==> config.mk <==
export PLATFORM = sky130hd
export DESIGN_NAME = omni_wheel_heading_drive_flat
export DESIGN_NICKNAME = d
export VERILOG_FILES = /design/src/rtl/core/owhd_pkg.sv /design/src/rtl/core/owhd_in_if.sv /design/src/rtl/core/owhd_out_if.sv /design/src/rtl/core/owhd_sequencer.sv /design/src/rtl/core/owhd_datapath.sv /design/src/rtl/core/omni_wheel_heading_drive.sv /design/src/flat_wrapper.sv
export SDC_FILE = /design/constraint.sdc
export NUM_CORES = 2
export LEC_CHECK = 0
export CAP_MARGIN = 20
export CORE_AREA = 4 4 251 253
export CTS_BUF_LIST = sky130_fd_sc_hd__clkbuf_8
export DETAILED_ROUTE_END_ITERATION = 7
export DIE_AREA = 0 0 255 257
export DONT_BUFFER_PORTS = 1
export PLACE_DENSITY_LB_ADDON = 0.25
export SETUP_SLACK_MARGIN = 0.05
export SLEW_MARGIN = 20
export SYNTH_ARGS = -nofsm -noshare
export SYNTH_HDL_FRONTEND = slang
export SYNTH_SLANG_ARGS = --single-unit
==> constraint.sdc <==
create_clock -name clk -period 15.2 [get_ports clk]
set_input_delay 3.04 -clock clk [delete_from_list [all_inputs] [get_ports clk]]
set_output_delay 3.04 -clock clk [all_outputs]
set_load 0.01 [all_outputs]
==> src/rtl/core/owhd_pkg.sv <==
`default_nettype none
// ----------------------------------------------------------------------------
// owhd_pkg
// Shared types, constants, microcode field codes and the sine table of the
// omni wheel heading drive.
// ----------------------------------------------------------------------------
package owhd_pkg;

	// Configuration port
	localparam int CFG_IDX_W  = 2;
	localparam int CFG_DATA_W = 10;
	localparam logic [CFG_IDX_W-1:0] REG_SPEED   = 2'd0;
	localparam logic [CFG_IDX_W-1:0] REG_MAX_RPM = 2'd1;
	localparam logic [CFG_DATA_W-1:0] SPEED_RST   = 10'd100;
	localparam logic [CFG_DATA_W-1:0] MAX_RPM_RST = 10'd200;

	localparam int unsigned DRIVE_TOP_DEF = 249;

	// Command codes
	localparam logic [7:0] CMD_MOVE = 8'd1;
	localparam logic [7:0] CMD_STOP = 8'd90;

	// Coupling matrix in Q1.15
	localparam int COEF_TWO_THIRDS = 21846;
	localparam int COEF_THIRD      = 10922;
	localparam int COEF_ROOT       = 18920;
	localparam int VEL_SHIFT       = 6;
	localparam int PROD_SHIFT      = 24;

	// Datapath widths
	localparam int HEAD_W  = 10;
	localparam int VEL_W   = 20;
	localparam int ANG_W   = 9;
	localparam int ANGX_W  = 11;
	localparam int SIN_W   = 16;
	localparam int MUL_A_W = 20;
	localparam int MUL_B_W = 32;
	localparam int PROD_W  = MUL_A_W + MUL_B_W;
	localparam int ACC_W   = PROD_W + 1;
	localparam int DRV_W   = 9;
	localparam int QUOT_W  = 9;
	localparam int REM_W   = CFG_DATA_W + QUOT_W;
	localparam int CNT_W   = 4;
	localparam int STEP_W  = 5;

	// sin(k degrees) * 32768 for k = 0..90, the last entry saturated
	localparam logic [14:0] SIN_Q15 [91] = '{
		15'd0,     15'd572,   15'd1144,  15'd1715,  15'd2286,
		15'd2856,  15'd3425,  15'd3993,  15'd4560,  15'd5126,
		15'd5690,  15'd6252,  15'd6813,  15'd7371,  15'd7927,
		15'd8481,  15'd9032,  15'd9580,  15'd10126, 15'd10668,
		15'd11207, 15'd11743, 15'd12275, 15'd12803, 15'd13328,
		15'd13848, 15'd14365, 15'd14876, 15'd15384, 15'd15886,
		15'd16384, 15'd16877, 15'd17364, 15'd17847, 15'd18324,
		15'd18795, 15'd19261, 15'd19720, 15'd20174, 15'd20622,
		15'd21063, 15'd21498, 15'd21926, 15'd22348, 15'd22763,
		15'd23170, 15'd23571, 15'd23965, 15'd24351, 15'd24730,
		15'd25102, 15'd25466, 15'd25822, 15'd26170, 15'd26510,
		15'd26842, 15'd27166, 15'd27482, 15'd27789, 15'd28088,
		15'd28378, 15'd28660, 15'd28932, 15'd29197, 15'd29452,
		15'd29698, 15'd29935, 15'd30163, 15'd30382, 15'd30592,
		15'd30792, 15'd30983, 15'd31164, 15'd31336, 15'd31499,
		15'd31651, 15'd31795, 15'd31928, 15'd32052, 15'd32166,
		15'd32270, 15'd32365, 15'd32449, 15'd32524, 15'd32588,
		15'd32643, 15'd32688, 15'd32723, 15'd32748, 15'd32763,
		15'd32767
	};

	// Microcode field codes
	typedef enum logic [1:0] {A_SIN, A_VX, A_VY} mul_a_t;
	typedef enum logic [2:0] {B_SPEED, B_W1, B_THIRD, B_NROOT, B_ROOT} mul_b_t;
	typedef enum logic [1:0] {ACC_HOLD, ACC_LOAD, ACC_ADD} acc_op_t;
	typedef enum logic [1:0] {VEL_HOLD, VEL_STOP, VEL_X, VEL_Y} vel_op_t;
	typedef enum logic [1:0] {DIV_HOLD, DIV_INIT, DIV_STEP} div_op_t;
	typedef enum logic [1:0] {DRV_HOLD, DRV_ONE, DRV_TWO, DRV_THREE} drv_op_t;
	typedef enum logic [2:0] {
		JMP_NEXT, JMP_ALWAYS, JMP_NO_INPUT, JMP_NOT_MOVE, JMP_DIV_MORE, JMP_OUT_FULL
	} jump_t;

	// One control word
	typedef struct packed {
		logic              in_rdy;
		logic              ang_ld;
		logic              ang_cos;
		logic              sin_ld;
		logic              mul_en;
		mul_a_t            mul_a;
		mul_b_t            mul_b;
		acc_op_t           acc_op;
		vel_op_t           vel_op;
		div_op_t           div_op;
		drv_op_t           drv_op;
		logic              out_ld;
		jump_t             jump;
		logic [STEP_W-1:0] target;
	} ctrl_t;

	// Status returned to the sequencer for its jump conditions
	typedef struct packed {
		logic in_valid;
		logic move;
		logic div_more;
		logic out_full;
	} stat_t;

endpackage
`default_nettype wire

==> src/rtl/core/owhd_in_if.sv <==
`default_nettype none
// ----------------------------------------------------------------------------
// owhd_in_if
// Packet channel: one received sound-direction packet per item.
// ----------------------------------------------------------------------------
interface owhd_in_if;
	logic       valid;
	logic       ready;
	logic [7:0] az_first;
	logic [7:0] az_second;
	logic [7:0] command;
	logic       data_fresh;

	modport source (output valid, output az_first, output az_second, output command,
		output data_fresh, input ready);
	modport sink (input valid, input az_first, input az_second, input command,
		input data_fresh, output ready);
endinterface
`default_nettype wire

==> src/rtl/core/owhd_out_if.sv <==
`default_nettype none
// ----------------------------------------------------------------------------
// owhd_out_if
// Drive channel: one set of three signed wheel drive values per item.
// ----------------------------------------------------------------------------
interface owhd_out_if;
	logic              valid;
	logic              ready;
	logic signed [8:0] drive_one;
	logic signed [8:0] drive_two;
	logic signed [8:0] drive_three;

	modport source (output valid, output drive_one, output drive_two,
		output drive_three, input ready);
	modport sink (input valid, input drive_one, input drive_two,
		input drive_three, output ready);
endinterface
`default_nettype wire

==> src/rtl/core/owhd_sequencer.sv <==
`default_nettype none
// ----------------------------------------------------------------------------
// owhd_sequencer
// Step counter and microcode ROM; issues one control word per cycle.
// ----------------------------------------------------------------------------
module owhd_sequencer (
	input  wire logic            clk,
	input  wire logic            arst_n,
	input  wire owhd_pkg::stat_t stat,
	output owhd_pkg::ctrl_t      ctrl
);
	import owhd_pkg::*;

	localparam logic [STEP_W-1:0] S_WAIT  = 5'd0;
	localparam logic [STEP_W-1:0] S_WHEEL = 5'd7;
	localparam logic [STEP_W-1:0] S_DIV1  = 5'd10;
	localparam logic [STEP_W-1:0] S_DIV2  = 5'd15;
	localparam logic [STEP_W-1:0] S_DIV3  = 5'd20;
	localparam logic [STEP_W-1:0] S_OUT   = 5'd22;

	function automatic ctrl_t ucode(input logic [STEP_W-1:0] s);
		ctrl_t w;
		w = '0;
		case (s)
			5'd0: begin
				w.in_rdy = 1'b1;
				w.jump   = JMP_NO_INPUT;
				w.target = S_WAIT;
			end
			5'd1: begin
				w.vel_op = VEL_STOP;
				w.jump   = JMP_NOT_MOVE;
				w.target = S_WHEEL;
			end
			5'd2: w.ang_ld = 1'b1;
			5'd3: begin
				w.sin_ld  = 1'b1;
				w.ang_ld  = 1'b1;
				w.ang_cos = 1'b1;
			end
			5'd4: begin
				w.sin_ld = 1'b1;
				w.mul_en = 1'b1;
				w.mul_a  = A_SIN;
				w.mul_b  = B_SPEED;
			end
			5'd5: begin
				w.vel_op = VEL_X;
				w.mul_en = 1'b1;
				w.mul_a  = A_SIN;
				w.mul_b  = B_SPEED;
			end
			5'd6: w.vel_op = VEL_Y;
			5'd7: begin
				w.mul_en = 1'b1;
				w.mul_a  = A_VX;
				w.mul_b  = B_W1;
			end
			5'd8:  w.acc_op = ACC_LOAD;
			5'd9:  w.div_op = DIV_INIT;
			5'd10: begin
				w.div_op = DIV_STEP;
				w.jump   = JMP_DIV_MORE;
				w.target = S_DIV1;
			end
			5'd11: begin
				w.drv_op = DRV_ONE;
				w.mul_en = 1'b1;
				w.mul_a  = A_VX;
				w.mul_b  = B_THIRD;
			end
			5'd12: begin
				w.acc_op = ACC_LOAD;
				w.mul_en = 1'b1;
				w.mul_a  = A_VY;
				w.mul_b  = B_NROOT;
			end
			5'd13: w.acc_op = ACC_ADD;
			5'd14: w.div_op = DIV_INIT;
			5'd15: begin
				w.div_op = DIV_STEP;
				w.jump   = JMP_DIV_MORE;
				w.target = S_DIV2;
			end
			5'd16: begin
				w.drv_op = DRV_TWO;
				w.mul_en = 1'b1;
				w.mul_a  = A_VX;
				w.mul_b  = B_THIRD;
			end
			5'd17: begin
				w.acc_op = ACC_LOAD;
				w.mul_en = 1'b1;
				w.mul_a  = A_VY;
				w.mul_b  = B_ROOT;
			end
			5'd18: w.acc_op = ACC_ADD;
			5'd19: w.div_op = DIV_INIT;
			5'd20: begin
				w.div_op = DIV_STEP;
				w.jump   = JMP_DIV_MORE;
				w.target = S_DIV3;
			end
			5'd21: w.drv_op = DRV_THREE;
			5'd22: begin
				w.out_ld = 1'b1;
				w.jump   = JMP_OUT_FULL;
				w.target = S_OUT;
			end
			default: begin
				w.jump   = JMP_ALWAYS;
				w.target = S_WAIT;
			end
		endcase
		return w;
	endfunction

	logic [STEP_W-1:0] step_q;
	logic              take;

	assign ctrl = ucode(step_q);

	always_comb begin
		unique case (ctrl.jump)
			JMP_NEXT:     take = 1'b0;
			JMP_ALWAYS:   take = 1'b1;
			JMP_NO_INPUT: take = !stat.in_valid;
			JMP_NOT_MOVE: take = !stat.move;
			JMP_DIV_MORE: take = stat.div_more;
			JMP_OUT_FULL: take = stat.out_full;
			default:      take = 1'b1;
		endcase
	end

	always_ff @(posedge clk or negedge arst_n) begin
		if (!arst_n) begin
			step_q <= S_WAIT;
		end else if (take) begin
			step_q <= ctrl.target;
		end else begin
			step_q <= step_q + 1'b1;
		end
	end
endmodule
`default_nettype wire

==> src/rtl/core/owhd_datapath.sv <==
`default_nettype none
// ----------------------------------------------------------------------------
// owhd_datapath
// Heading, velocity and configuration registers, one shared multiplier, an
// accumulator, a bounded restoring divider and the output register.
// ----------------------------------------------------------------------------
module owhd_datapath #(
	parameter int unsigned DRIVE_TOP = owhd_pkg::DRIVE_TOP_DEF
) (
	input  wire logic                             clk,
	input  wire logic                             arst_n,
	input  wire owhd_pkg::ctrl_t                  ctrl,
	output owhd_pkg::stat_t                       stat,
	input  wire logic                             cfg_we,
	input  wire logic [owhd_pkg::CFG_IDX_W-1:0]  cfg_idx,
	input  wire logic [owhd_pkg::CFG_DATA_W-1:0] cfg_data,
	owhd_in_if.sink                               pkt,
	owhd_out_if.source                            drive
);
	import owhd_pkg::*;

	// Wheel coefficients already scaled by the full drive value
	localparam logic signed [MUL_B_W-1:0] K_W1 =
		MUL_B_W'(-(COEF_TWO_THIRDS * int'(DRIVE_TOP)));
	localparam logic signed [MUL_B_W-1:0] K_THIRD = MUL_B_W'(COEF_THIRD * int'(DRIVE_TOP));
	localparam logic signed [MUL_B_W-1:0] K_NROOT =
		MUL_B_W'(-(COEF_ROOT * int'(DRIVE_TOP)));
	localparam logic signed [MUL_B_W-1:0] K_ROOT = MUL_B_W'(COEF_ROOT * int'(DRIVE_TOP));
	localparam logic [DRV_W-1:0] LIM_POS = (DRIVE_TOP < 255) ? DRV_W'(DRIVE_TOP) : 9'd255;
	localparam logic [DRV_W-1:0] LIM_NEG = (DRIVE_TOP < 256) ? DRV_W'(DRIVE_TOP) : 9'd256;

	logic [CFG_DATA_W-1:0]    speed_q, max_rpm_q;
	logic signed [HEAD_W-1:0] heading_q;
	logic                     move_q, stop_q;
	logic signed [VEL_W-1:0]  vel_x_q, vel_y_q;
	logic [ANG_W-1:0]         angle_q;
	logic signed [SIN_W-1:0]  sin_q;
	logic signed [PROD_W-1:0] prod_q;
	logic signed [ACC_W-1:0]  acc_q;
	logic [REM_W-1:0]         rem_q;
	logic [QUOT_W-1:0]        quot_q;
	logic [CNT_W-1:0]         cnt_q;
	logic                     neg_q, sat_q;
	logic signed [DRV_W-1:0]  drv1_q, drv2_q, drv3_q;
	logic signed [DRV_W-1:0]  out1_q, out2_q, out3_q;
	logic                     out_valid_q;

	logic                      accept;
	logic [8:0]                az_sum;
	logic signed [HEAD_W-1:0]  head_new;
	logic [ANGX_W-1:0]         ang_ext;
	logic [ANG_W-1:0]          ang_red;
	logic [ANG_W-1:0]          fold_diff;
	logic [6:0]                sin_idx;
	logic                      sin_neg;
	logic signed [SIN_W-1:0]   sin_val;
	logic signed [MUL_A_W-1:0] mul_a_val;
	logic signed [MUL_B_W-1:0] mul_b_val;
	logic [PROD_W-1:0]         prod_abs;
	logic [VEL_W-1:0]          vel_mag;
	logic [ACC_W-1:0]          acc_abs;
	logic [ACC_W-PROD_SHIFT-1:0] div_num;
	logic [CFG_DATA_W-1:0]     rpm_eff;
	logic [REM_W-1:0]          dvs;
	logic                      rem_ge;
	logic [DRV_W-1:0]          drv_lim, drv_mag;
	logic signed [DRV_W-1:0]   drv_val;
	logic                      out_full;

	// Handshake and status
	assign accept         = pkt.valid && ctrl.in_rdy;
	assign pkt.ready      = ctrl.in_rdy;
	assign out_full       = out_valid_q && !drive.ready;
	assign stat.in_valid  = pkt.valid;
	assign stat.move      = move_q;
	assign stat.div_more  = (cnt_q != '0);
	assign stat.out_full  = out_full;
	assign drive.valid       = out_valid_q;
	assign drive.drive_one   = out1_q;
	assign drive.drive_two   = out2_q;
	assign drive.drive_three = out3_q;

	// Azimuth from the packet bytes
	always_comb begin
		az_sum = 9'(pkt.az_first) + 9'(pkt.az_second);
		if (pkt.az_first >= pkt.az_second) begin
			head_new = signed'(HEAD_W'(az_sum));
		end else begin
			head_new = signed'(HEAD_W'(10'd0 - HEAD_W'(az_sum)));
		end
	end

	// Reduce heading (plus a quarter turn for cosine) to 0..359
	always_comb begin
		ang_ext = ANGX_W'({heading_q[HEAD_W-1], heading_q}) + 11'd720
			+ (ctrl.ang_cos ? 11'd90 : 11'd0);
		priority if (ang_ext >= 11'd1080) begin
			ang_red = ANG_W'(ang_ext - 11'd1080);
		end else if (ang_ext >= 11'd720) begin
			ang_red = ANG_W'(ang_ext - 11'd720);
		end else if (ang_ext >= 11'd360) begin
			ang_red = ANG_W'(ang_ext - 11'd360);
		end else begin
			ang_red = ANG_W'(ang_ext);
		end
	end

	// Fold the angle onto the quarter-wave table
	always_comb begin
		priority if (angle_q <= 9'd90) begin
			fold_diff = angle_q;
			sin_neg   = 1'b0;
		end else if (angle_q <= 9'd180) begin
			fold_diff = 9'd180 - angle_q;
			sin_neg   = 1'b0;
		end else if (angle_q <= 9'd270) begin
			fold_diff = angle_q - 9'd180;
			sin_neg   = 1'b1;
		end else begin
			fold_diff = 9'd360 - angle_q;
			sin_neg   = 1'b1;
		end
		sin_idx = fold_diff[6:0];
		if (sin_neg) begin
			sin_val = signed'(SIN_W'(16'd0 - SIN_W'(SIN_Q15[sin_idx])));
		end else begin
			sin_val = signed'(SIN_W'(SIN_Q15[sin_idx]));
		end
	end

	// Multiplier operands
	always_comb begin
		unique case (ctrl.mul_a)
			A_SIN:   mul_a_val = MUL_A_W'(sin_q);
			A_VX:    mul_a_val = vel_x_q;
			A_VY:    mul_a_val = vel_y_q;
			default: mul_a_val = '0;
		endcase
		unique case (ctrl.mul_b)
			B_SPEED: mul_b_val = signed'(MUL_B_W'(speed_q));
			B_W1:    mul_b_val = K_W1;
			B_THIRD: mul_b_val = K_THIRD;
			B_NROOT: mul_b_val = K_NROOT;
			B_ROOT:  mul_b_val = K_ROOT;
			default: mul_b_val = '0;
		endcase
	end

	// Velocity magnitude, truncated toward zero
	always_comb begin
		prod_abs = prod_q[PROD_W-1] ? PROD_W'(-prod_q) : PROD_W'(prod_q);
		vel_mag  = VEL_W'(prod_abs >> VEL_SHIFT);
	end

	// Divider front end and one restoring step
	always_comb begin
		acc_abs = acc_q[ACC_W-1] ? ACC_W'(-acc_q) : ACC_W'(acc_q);
		div_num = acc_abs[ACC_W-1:PROD_SHIFT];
		rpm_eff = (max_rpm_q == '0) ? CFG_DATA_W'(1) : max_rpm_q;
		dvs     = REM_W'(rpm_eff) << cnt_q;
		rem_ge  = (rem_q >= dvs);
	end

	// Saturation and sign of a finished quotient
	always_comb begin
		drv_lim = neg_q ? LIM_NEG : LIM_POS;
		drv_mag = (sat_q || (quot_q > drv_lim)) ? drv_lim : quot_q;
		drv_val = neg_q ? signed'(DRV_W'(9'd0 - drv_mag)) : signed'(drv_mag);
	end

	// Control and architectural state
	always_ff @(posedge clk or negedge arst_n) begin
		if (!arst_n) begin
			speed_q     <= SPEED_RST;
			max_rpm_q   <= MAX_RPM_RST;
			heading_q   <= '0;
			move_q      <= 1'b0;
			stop_q      <= 1'b0;
			vel_x_q     <= '0;
			vel_y_q     <= '0;
			cnt_q       <= '0;
			out_valid_q <= 1'b0;
		end else begin
			if (cfg_we) begin
				unique case (cfg_idx)
					REG_SPEED:   speed_q   <= cfg_data;
					REG_MAX_RPM: max_rpm_q <= cfg_data;
					default:     ;
				endcase
			end
			if (accept) begin
				move_q <= (pkt.command == CMD_MOVE);
				stop_q <= (pkt.command == CMD_STOP);
				if (pkt.data_fresh) begin
					heading_q <= head_new;
				end
			end
			unique case (ctrl.vel_op)
				VEL_STOP: begin
					if (stop_q) begin
						vel_x_q <= '0;
						vel_y_q <= '0;
					end
				end
				VEL_X: begin
					vel_x_q <= prod_q[PROD_W-1] ? signed'(vel_mag)
						: signed'(VEL_W'(20'd0 - vel_mag));
				end
				VEL_Y: begin
					vel_y_q <= prod_q[PROD_W-1] ? signed'(VEL_W'(20'd0 - vel_mag))
						: signed'(vel_mag);
				end
				default: ;
			endcase
			unique case (ctrl.div_op)
				DIV_INIT: cnt_q <= CNT_W'(QUOT_W - 1);
				DIV_STEP: cnt_q <= cnt_q - 1'b1;
				default:  ;
			endcase
			if (ctrl.out_ld && !out_full) begin
				out_valid_q <= 1'b1;
			end else if (drive.ready) begin
				out_valid_q <= 1'b0;
			end
		end
	end

	// Working registers
	always_ff @(posedge clk) begin
		if (ctrl.ang_ld) begin
			angle_q <= ang_red;
		end
		if (ctrl.sin_ld) begin
			sin_q <= sin_val;
		end
		if (ctrl.mul_en) begin
			prod_q <= PROD_W'(mul_a_val * mul_b_val);
		end
		unique case (ctrl.acc_op)
			ACC_LOAD: acc_q <= ACC_W'(prod_q);
			ACC_ADD:  acc_q <= acc_q + ACC_W'(prod_q);
			default:  ;
		endcase
		unique case (ctrl.div_op)
			DIV_INIT: begin
				neg_q  <= acc_q[ACC_W-1];
				sat_q  <= (div_num >= (ACC_W-PROD_SHIFT)'({rpm_eff, 9'd0}));
				rem_q  <= div_num[REM_W-1:0];
				quot_q <= '0;
			end
			DIV_STEP: begin
				if (rem_ge) begin
					rem_q <= rem_q - dvs;
				end
				quot_q <= {quot_q[QUOT_W-2:0], rem_ge};
			end
			default: ;
		endcase
		unique case (ctrl.drv_op)
			DRV_ONE:   drv1_q <= drv_val;
			DRV_TWO:   drv2_q <= drv_val;
			DRV_THREE: drv3_q <= drv_val;
			default:   ;
		endcase
		if (ctrl.out_ld && !out_full) begin
			out1_q <= drv1_q;
			out2_q <= drv2_q;
			out3_q <= drv3_q;
		end
	end
endmodule
`default_nettype wire

==> src/rtl/core/omni_wheel_heading_drive.sv <==
`default_nettype none
// ----------------------------------------------------------------------------
// omni_wheel_heading_drive
// Heading control of a three-wheel omni base from sound-direction packets.
// ----------------------------------------------------------------------------
// Each packet item may carry a new azimuth (the sum of its two bytes, negated
// when the first byte is the smaller) and a command: a command of 1 sets the
// travel velocity to the configured speed along the kept azimuth, a command of
// 90 stops, and any other command keeps the velocity. Every packet gives one
// item of three signed wheel drive values, the velocity passed through the
// fixed three-wheel coupling matrix and scaled by DRIVE_TOP over max_rpm,
// truncated toward zero and clamped. The work is done by a microcoded
// sequencer driving a single shared multiplier, an accumulator and a
// bit-a-cycle restoring divider. A packet is accepted only in the wait step;
// the sine and velocity steps run only when it carries a move command, and
// the next packet is accepted only after the three nine-step divisions and
// the load of the output register. One result is held in an output
// register, so the next packet is accepted while it waits to be taken.
// Configuration writes take effect at once and are meant for idle periods; a
// max_rpm of zero acts as one.
// ----------------------------------------------------------------------------
module omni_wheel_heading_drive #(
	parameter int unsigned DRIVE_TOP = owhd_pkg::DRIVE_TOP_DEF
) (
	input  wire logic                             clk,
	input  wire logic                             arst_n,
	owhd_in_if.sink                               pkt,
	owhd_out_if.source                            drive,
	input  wire logic                             cfg_we,
	input  wire logic [owhd_pkg::CFG_IDX_W-1:0]  cfg_idx,
	input  wire logic [owhd_pkg::CFG_DATA_W-1:0] cfg_data
);
	import owhd_pkg::*;

	// Control word of the current step and the status that steers its jumps.
	ctrl_t ctrl;
	stat_t stat;

	// The sequencer walks the microcode: a wait step that accepts a packet,
	// the velocity update, then three passes of multiply, accumulate and
	// divide, one for each wheel, and finally the load of the output register.
	owhd_sequencer u_seq (
		.clk    (clk),
		.arst_n (arst_n),
		.stat   (stat),
		.ctrl   (ctrl)
	);

	// The datapath holds the configuration, heading and velocity, and the
	// output register that parts the two channels.
	owhd_datapath #(
		.DRIVE_TOP (DRIVE_TOP)
	) u_dp (
		.clk      (clk),
		.arst_n   (arst_n),
		.ctrl     (ctrl),
		.stat     (stat),
		.cfg_we   (cfg_we),
		.cfg_idx  (cfg_idx),
		.cfg_data (cfg_data),
		.pkt      (pkt),
		.drive    (drive)
	);
endmodule
`default_nettype wire

==> src/flat_wrapper.sv <==
// flat-port wrapper written by rule: the top's interface ports become plain ports
module omni_wheel_heading_drive_flat import owhd_pkg::*;
#(
	parameter int unsigned DRIVE_TOP = owhd_pkg::DRIVE_TOP_DEF
)
  (clk, arst_n, cfg_we, cfg_idx, cfg_data, pkt_valid, pkt_az_first, pkt_az_second, pkt_command, pkt_data_fresh, pkt_ready, drive_valid, drive_drive_one, drive_drive_two, drive_drive_three, drive_ready);
  owhd_in_if pkt_i ();
  owhd_out_if drive_i ();
  input  wire logic clk;
  input  wire logic arst_n;
  input  wire logic cfg_we;
  input  wire logic [owhd_pkg::CFG_IDX_W-1:0] cfg_idx;
  input  wire logic [owhd_pkg::CFG_DATA_W-1:0] cfg_data;
  input wire logic [$bits(pkt_i.valid)-1:0] pkt_valid;
  input wire logic [$bits(pkt_i.az_first)-1:0] pkt_az_first;
  input wire logic [$bits(pkt_i.az_second)-1:0] pkt_az_second;
  input wire logic [$bits(pkt_i.command)-1:0] pkt_command;
  input wire logic [$bits(pkt_i.data_fresh)-1:0] pkt_data_fresh;
  output wire logic [$bits(pkt_i.ready)-1:0] pkt_ready;
  output wire logic [$bits(drive_i.valid)-1:0] drive_valid;
  output wire logic [$bits(drive_i.drive_one)-1:0] drive_drive_one;
  output wire logic [$bits(drive_i.drive_two)-1:0] drive_drive_two;
  output wire logic [$bits(drive_i.drive_three)-1:0] drive_drive_three;
  input wire logic [$bits(drive_i.ready)-1:0] drive_ready;
  assign pkt_i.valid = pkt_valid;
  assign pkt_i.az_first = pkt_az_first;
  assign pkt_i.az_second = pkt_az_second;
  assign pkt_i.command = pkt_command;
  assign pkt_i.data_fresh = pkt_data_fresh;
  assign pkt_ready = pkt_i.ready;
  assign drive_valid = drive_i.valid;
  assign drive_drive_one = drive_i.drive_one;
  assign drive_drive_two = drive_i.drive_two;
  assign drive_drive_three = drive_i.drive_three;
  assign drive_i.ready = drive_ready;
  omni_wheel_heading_drive #(.DRIVE_TOP(DRIVE_TOP)) u_core (.clk(clk), .arst_n(arst_n), .pkt(pkt_i), .drive(drive_i), .cfg_we(cfg_we), .cfg_idx(cfg_idx), .cfg_data(cfg_data));
endmodule
Word level (Yosys, flattened, before mapping)
Memory sizes are Yosys's and may differ from the RTL's.
Index checks and enable logic that the tools add are counted.
{"block": "classes", "addsub": 19, "multipliers": 1, "div": 0, "n_lt_le_gt_ge": 11, "eq_ne": 47, "n_shift": 1, "mux": 45, "bitwise": 1, "reduce_logical": 35}
{"operator": "$pmux W32 S5", "count": 1}
{"operator": "$pmux W53 S2", "count": 1}
{"operator": "$pmux W20 S2", "count": 2}
{"operator": "$mux W20", "count": 3}
{"operator": "$pmux W20 S3", "count": 1}
{"operator": "$pmux W8 S7", "count": 1}
{"operator": "$add A53 B52 Y53", "count": 1}
{"operator": "$mux W53", "count": 1}
{"operator": "$neg A53 Y53", "count": 1}
{"operator": "$mul A20 B32 Y52", "count": 1}
{"operator": "$mux W15", "count": 3}
{"operator": "$mux W9", "count": 5}
{"operator": "$eq A5 B4 Y1 const B", "count": 8}
{"operator": "$pmux W19 S2", "count": 1}
{"operator": "$eq A5 B5 Y1 const B", "count": 7}
{"operator": "$pmux W6 S5", "count": 1}
{"operator": "$ge A29 B19 Y1", "count": 1}
{"operator": "$mux W7", "count": 4}
{"operator": "$mux W26", "count": 1}
{"operator": "$neg A26 Y26", "count": 1}
{"operator": "$eq A5 B3 Y1 const B", "count": 4}
{"operator": "$mux W10", "count": 2}
{"operator": "$sub A1 B20 Y20 const A", "count": 1}
{"operator": "$ge A19 B19 Y1", "count": 1}
{"operator": "57 further kinds", "count": 107}
{"block": "word_totals", "regBits": 296, "latch_bits": 0, "mem_bits_rw": 0, "rom_bits": 1920, "inputBits": 42, "memories": 1}
{"name": "(no name shown)", "depth": 128, "word_bits": 15, "read_ports": 1, "rd_clocked_by_memory_dff": 0, "wr": 0, "line": "owhd_datapath.sv:127", "source": "sin_val = signed'(SIN_W'(SIN_Q15[sin_idx]));"}

Logic depth before layout (Yosys ltp)
{"block": "depth", "depth_word": 10, "depth_mapped": 41, "ltp_nobuf": 38}

Modules after synthesis
Synthesis repeated with hierarchy kept, for this count alone.
{"block": "hier_totals", "cells_unflattened": 4284, "area_unflattened_um2": 39515.4}
{"mod": "owhd_datapath", "instances": 1, "cells_per_inst": 4177, "area_per_inst_um2": 38685.9}
{"mod": "owhd_sequencer", "instances": 1, "cells_per_inst": 107, "area_per_inst_um2": 829.5}

Least setup slack after synthesis
Ideal clock, no wire load.
{"block": "synth_timing", "path_type": "flip-flop to flip-flop", "from": "register u_core.u_seq.step_q[0]", "to": "register u_core.u_dp.prod_q[49] (data pin)", "setup_ps": 266, "arrival_time_ps": 9477, "required_ps": 14934, "path_slack_ps": 5458, "path_stages_with_launch": 40, "cell_sequence": "dfrtp_1 inv_1 ha_1 clkbuf_1 nor2b_1 nand2_1 o21ai_0 nand2_1 nand2_1 clkbuf_1 mux2i_1 o21ai_1 clkbuf_1 nand2_1 fa_1 inv_1 fa_1 inv_1 (+4 left out) fa_1 inv_1 fa_1 inv_1 fa_1 inv_1 ha_1 o211a_1 a221oi_1 o211ai_1 a2111oi_0 nor3_1 o21a_1 o21ai_0 nand2b_1 a2111oi_0 nor3_1 xor2_1"}
{"block": "synth_between", "elab_chain_cells": 6, "elab_cells_between_ends": 21, "cone_classes": "mul (1); eq/ne (13); mux (3); reduce/logical (4)"}
{"item": "from (decl)", "line": "owhd_sequencer.sv:118", "source": "logic [STEP_W-1:0] step_q;"}
{"item": "from (signal assigned)", "line": "owhd_sequencer.sv:139", "source": "step_q <= ctrl.target;"}
{"item": "from (signal assigned)", "line": "owhd_sequencer.sv:141", "source": "step_q <= step_q + 1'b1;"}
{"item": "$eq A5 B5 Y1, or another cell as far along", "line": "owhd_sequencer.sv:24", "source": "case (s)"}
{"item": "$reduce_or A2 Y1 (no line)"}
{"item": "$pmux W6 S5 *", "line": "owhd_sequencer.sv:24"}
{"item": "$eq A3 B3 Y1, or another cell as far along", "line": "owhd_datapath.sv:139", "source": "unique case (ctrl.mul_b)"}
{"item": "$pmux W32 S5 or $pmux W20 S3 (tied branches)", "line": "owhd_datapath.sv:139, owhd_datapath.sv:133"}
{"item": "$mul A20 B32 Y52 *", "line": "owhd_datapath.sv:237", "source": "prod_q <= PROD_W'(mul_a_val * mul_b_val);"}
{"item": "to (signal assigned)", "line": "owhd_datapath.sv:237"}
{"item": "to (decl)", "line": "owhd_datapath.sv:38", "source": "logic signed [PROD_W-1:0] prod_q;"}
Mark *: on every way between the ends. The rest lies on a longest branch, timed or not.
A chain may end at the register's enable or synchronous reset.

Final worst setup path
{"block": "layout_timing", "from": "register u_core.u_seq.step_q[2]", "to": "register u_core.u_dp.prod_q[49] (data pin)"}
Same word-level chain as after synthesis.

==> impl_metrics.csv <==
group,metric,value,unit
worst_setup_path,reg2reg_to,"u_core.u_dp.prod_q[49]$_DFFE_PN_",
clocking,clock_path_buffers,3,
worst_hold_path,min_from,"u_core.u_dp.drv3_q[1]$_DFFE_PN_",
place,dpl_worst_slack,3621,ps
worst_hold_path,whs_endpoint,"u_core.u_dp.drive.drive_three[1]$_DFFE_PP_",
synthesis,synth_area_per_cell,9.168,sq um
synthesis,synth.area.top_cells,"fa_1 (26%), edfxtp_1 (16%), ha_1 (8.7%)",
global_route,antenna_found_initial,4,
sta,layout_setup_ws,3127,ps
global_route,grt_pass1_vias,31100,
clocking,cts.htree.levels,2,
global_route,grt_max_degree,83,
worst_setup_path,required,15580,ps
flow_run,cap_violations,0,
clocking,clock_latency,680,ps
drt,wl_met3,12080,um
synthesis,async_reset_ff_frac,0.2770,
worst_setup_path,crit_fanout,20,
drt,top_layer,"met5",
synthesis,yosys.area_share.simple,0.1303,
clocking,cts_resized,0,
synthesis,synthAdderAreaFrac,0.3509,
worst_hold_path,min_path_cells,0,
status,violations,"DRC",
sta,drv_slew,0,
worst_setup_path,cp-end-kind,"register",
sta,setup_viol,0,
floorplanning,rows,91,
synthesis,ys.flop_type,"edfxtp_1",
worst_setup_path,crit_top_cell,"inv_1",
floorplanning,initial_core_util,0.6394,
finish,fin_util,0.6708,
synthesis,ys_warn_count,0,
drt,dr.pass1.iters,8,
worst_setup_path,crit_arrival,12450,ps
clocking,ctsHoldBuffers,0,
sta,hold_viol_final,0,
place,port_buffers,0,
worst_hold_path,min_path_type,"register to register",
synthesis,yosys.area.top_type_share,0.2637,
drt,via_per_inst,6.174,
floorplanning,coreArea,61030,sq um
drt,drt_wl_total,108600,um
worst_setup_path,cpMaxStageDelayCell,"a2111oi_0",
sta,holdWs,415.1,ps
worst_setup_path,worstSetupStartpointType,"register",
sta,rsz0062_at_grt,"false",
synthesis,synth-xor-area-share,0.04643,
worst_setup_path,r2r_setup_slack,3130,ps
sta,worst_pin_slew,1056,ps
synthesis,ys_ff_latch,296,
sta,fin_skew,52.75,ps
synthesis,synth_top_area_cell,"fa_1",
global_route,grt.total_usage,0.3360,
synthesis,synth_area,39020,sq um
drt,drcViolationCount,4,
synthesis,synth_top_family_by_area,"adder cells",
floorplanning,fp.dieW,255,um
place,post-dp-hpwl,85790,um
synthesis,yosysSeqAreaShare,0.2175,
synthesis,synthMuxAreaShare,0.03011,
finish,drive_above_1_share,0.06402,
drt,avgRoutedWirePerCell,21.54,um
synthesis,synth_edf_count,214,
clocking,cts_root_buffer,"clkbuf_8",
drt,ant_nets,0,
floorplanning,pin_count,71,
worst_setup_path,worstSetupPathType,"register to register",
finish,final_common_cell,"inv_1",
sta,max_slew_margin,0.2775,
drt,drt-met1-wl,41800,um
finish,area_growth,4.922,%
sta,fin_setup_tns,0,ps
sta,period_share,0.7943,
worst_setup_path,max_stage_delay,950,ps
synthesis,syn_inst,4256,
clocking,cts_setup_buffers,0,
clocking,cts_tree,"yes",
global_route,grt_pass1_wl,171800,um
floorplanning,die_area,65540,sq um
floorplanning,fp.dieH,257,um
drt,drtIter0Drc,3321,
synthesis,yosysUniqueCellTypes,103,
clocking,numCtsBuffers,52,
finish,nNetsFinal,5033,
worst_setup_path,rr_startpoint,"u_core.u_seq.step_q[2]$_DFF_PN0_",
sta,clock.fmax,0.08283,GHz
synthesis,syn_nets,5084,
synthesis,synth_compound_area_frac,0.1381,
worst_setup_path,reg2reg_depth,36,
global_route,grt-ovfl-total,0,
drt,wl_met2,48850,um
clocking,cts.sinks,296,
finish,layout_common_cells,"inv_1 (742), fa_1 (514), nand2_1 (436), nor2_1 (373), ha_1 (271)",
place,gp_congestion,1.039,
drt,num_vias,31138,
status,status,"complete, but fails checks",
clocking,clkTransAtPathRegs,60,ps
sta,min_period,12070,ps
-- cell usage after synthesis (9+ instances only) --
| library cell | instances |
|---|---|
| a311oi_1 | 9 |
| a2111oi_0 | 11 |
| nand2b_1 | 32 |
| a211o_1 | 11 |
| a21boi_0 | 10 |
| and2_1 | 26 |
| o22ai_1 | 10 |
| a21o_1 | 70 |
| o21bai_1 | 20 |
| inv_1 | 726 |
| or3_1 | 14 |
| and3_1 | 31 |
| a22oi_1 | 14 |
| nand3_1 | 53 |
| o21a_1 | 37 |
| o21ai_1 | 16 |
| nor4_1 | 16 |
| nand4_1 | 28 |
| ha_1 | 272 |
| nand3b_1 | 10 |
| edfxtp_1 | 214 |
| dfrtp_1 | 76 |
| a21oi_1 | 218 |
| mux2_2 | 66 |
| fa_1 | 514 |
| a31oi_1 | 35 |
| o31ai_1 | 25 |
| mux2i_1 | 35 |
| nor2b_1 | 19 |
| xnor2_1 | 118 |
| a211oi_1 | 32 |
| clkbuf_1 | 135 |
| buf_2 | 14 |
| buf_1 | 9 |
| xor2_1 | 87 |
| o21ai_0 | 209 |
| nor2_1 | 376 |
| o211ai_1 | 18 |
| nand2_1 | 436 |
| nor3_1 | 50 |
| or2_2 | 11 |
-- critical path, delay by kind of cell (launching register included) --
family                     cells  cell delay (ps)
adders and majority gates      8             3990
AOI/OAI and AO/OA              8             3080
and+or+nand+nor                9             2660
buffers and inverters         10             1130
DFF                            1              710
xor gates and xnor gates       1              150
-- final cells by class --
class	count	area (sq um)
repair buffers	57	427.9
clock buffers	59	812.0
diodes	4	10.01
multi-input cells	3069	27220
well taps	790	988.4
clock inverters	39	264.0
fillers	4954	20090
flip-flops and latches	296	8486
inverters	729	2736
-- flip-flops by register name, indices dropped and copies added (netlist names), 10 cells and up --
signal / flops
u_core.u_dp.vel_x_q: 20
u_core.u_dp.max_rpm_q: 10
u_core.u_dp.vel_y_q: 20
u_core.u_dp.acc_q: 53
u_core.u_dp.rem_q: 19
u_core.u_dp.heading_q: 10
u_core.u_dp.sin_q: 16
u_core.u_dp.prod_q: 52
u_core.u_dp.speed_q: 10
-- routing by layer --
metal	global-route usage	vias to the layer above
li1	-	13964
met5	0.003759	-
met4	0.1446	2
met2	0.5195	1688
met1	0.4570	15096
met3	0.07985	388
-- per-stage QoR --
| stage | cell area, sq um | cells |
|---|---|---|
| 6_report | 40940 | 5043 |
| 5_1_grt | 40940 | 5043 |
| 4_1_cts | 40920 | 5039 |
| 3_5_place_dp | 39840 | 4941 |
| 3_3_place_gp | 39830 | 4940 |
| 2_1_floorplan | 39020 | 4256 |
-- cell families after synthesis --
logic type,after synthesis
AND/OR/NAND/NOR,1137
buffers and inverters,891
AO/OA/AOI/OAI,835
adder cells (fa/ha/maj),786
flip-flops,296
XOR/XNOR,206
multiplexers,105
-- worst max-delay path by stage --
stage / start / to / slack [ps] / cells after the start
5_1_grt: u_core.u_seq.step_q[2]$_DFF_PN0_ / u_core.u_dp.prod_q[49]$_DFFE_PN_ / 2740 / 36
2_1_floorplan: u_core.u_seq.step_q[0]$_DFF_PN0_ / u_core.u_dp.prod_q[49]$_DFFE_PN_ / 5460 / 39
6_report: u_core.u_seq.step_q[2]$_DFF_PN0_ / u_core.u_dp.prod_q[49]$_DFFE_PN_ / 3130 / 36
4_1_cts: u_core.u_seq.step_q[2]$_DFF_PN0_ / u_core.u_dp.prod_q[49]$_DFFE_PN_ / 3570 / 36
3_5_place_dp: u_core.u_seq.step_q[2]$_DFF_PN0_ / u_core.u_dp.prod_q[49]$_DFFE_PN_ / 3620 / 36
3_3_place_gp: u_core.u_seq.step_q[2]$_DFF_PN0_ / u_core.u_dp.prod_q[49]$_DFFE_PN_ / 3720 / 36
Power is not shown: default switching activity piles up to over one toggle a cycle in this logic, so the estimate is an artifact.
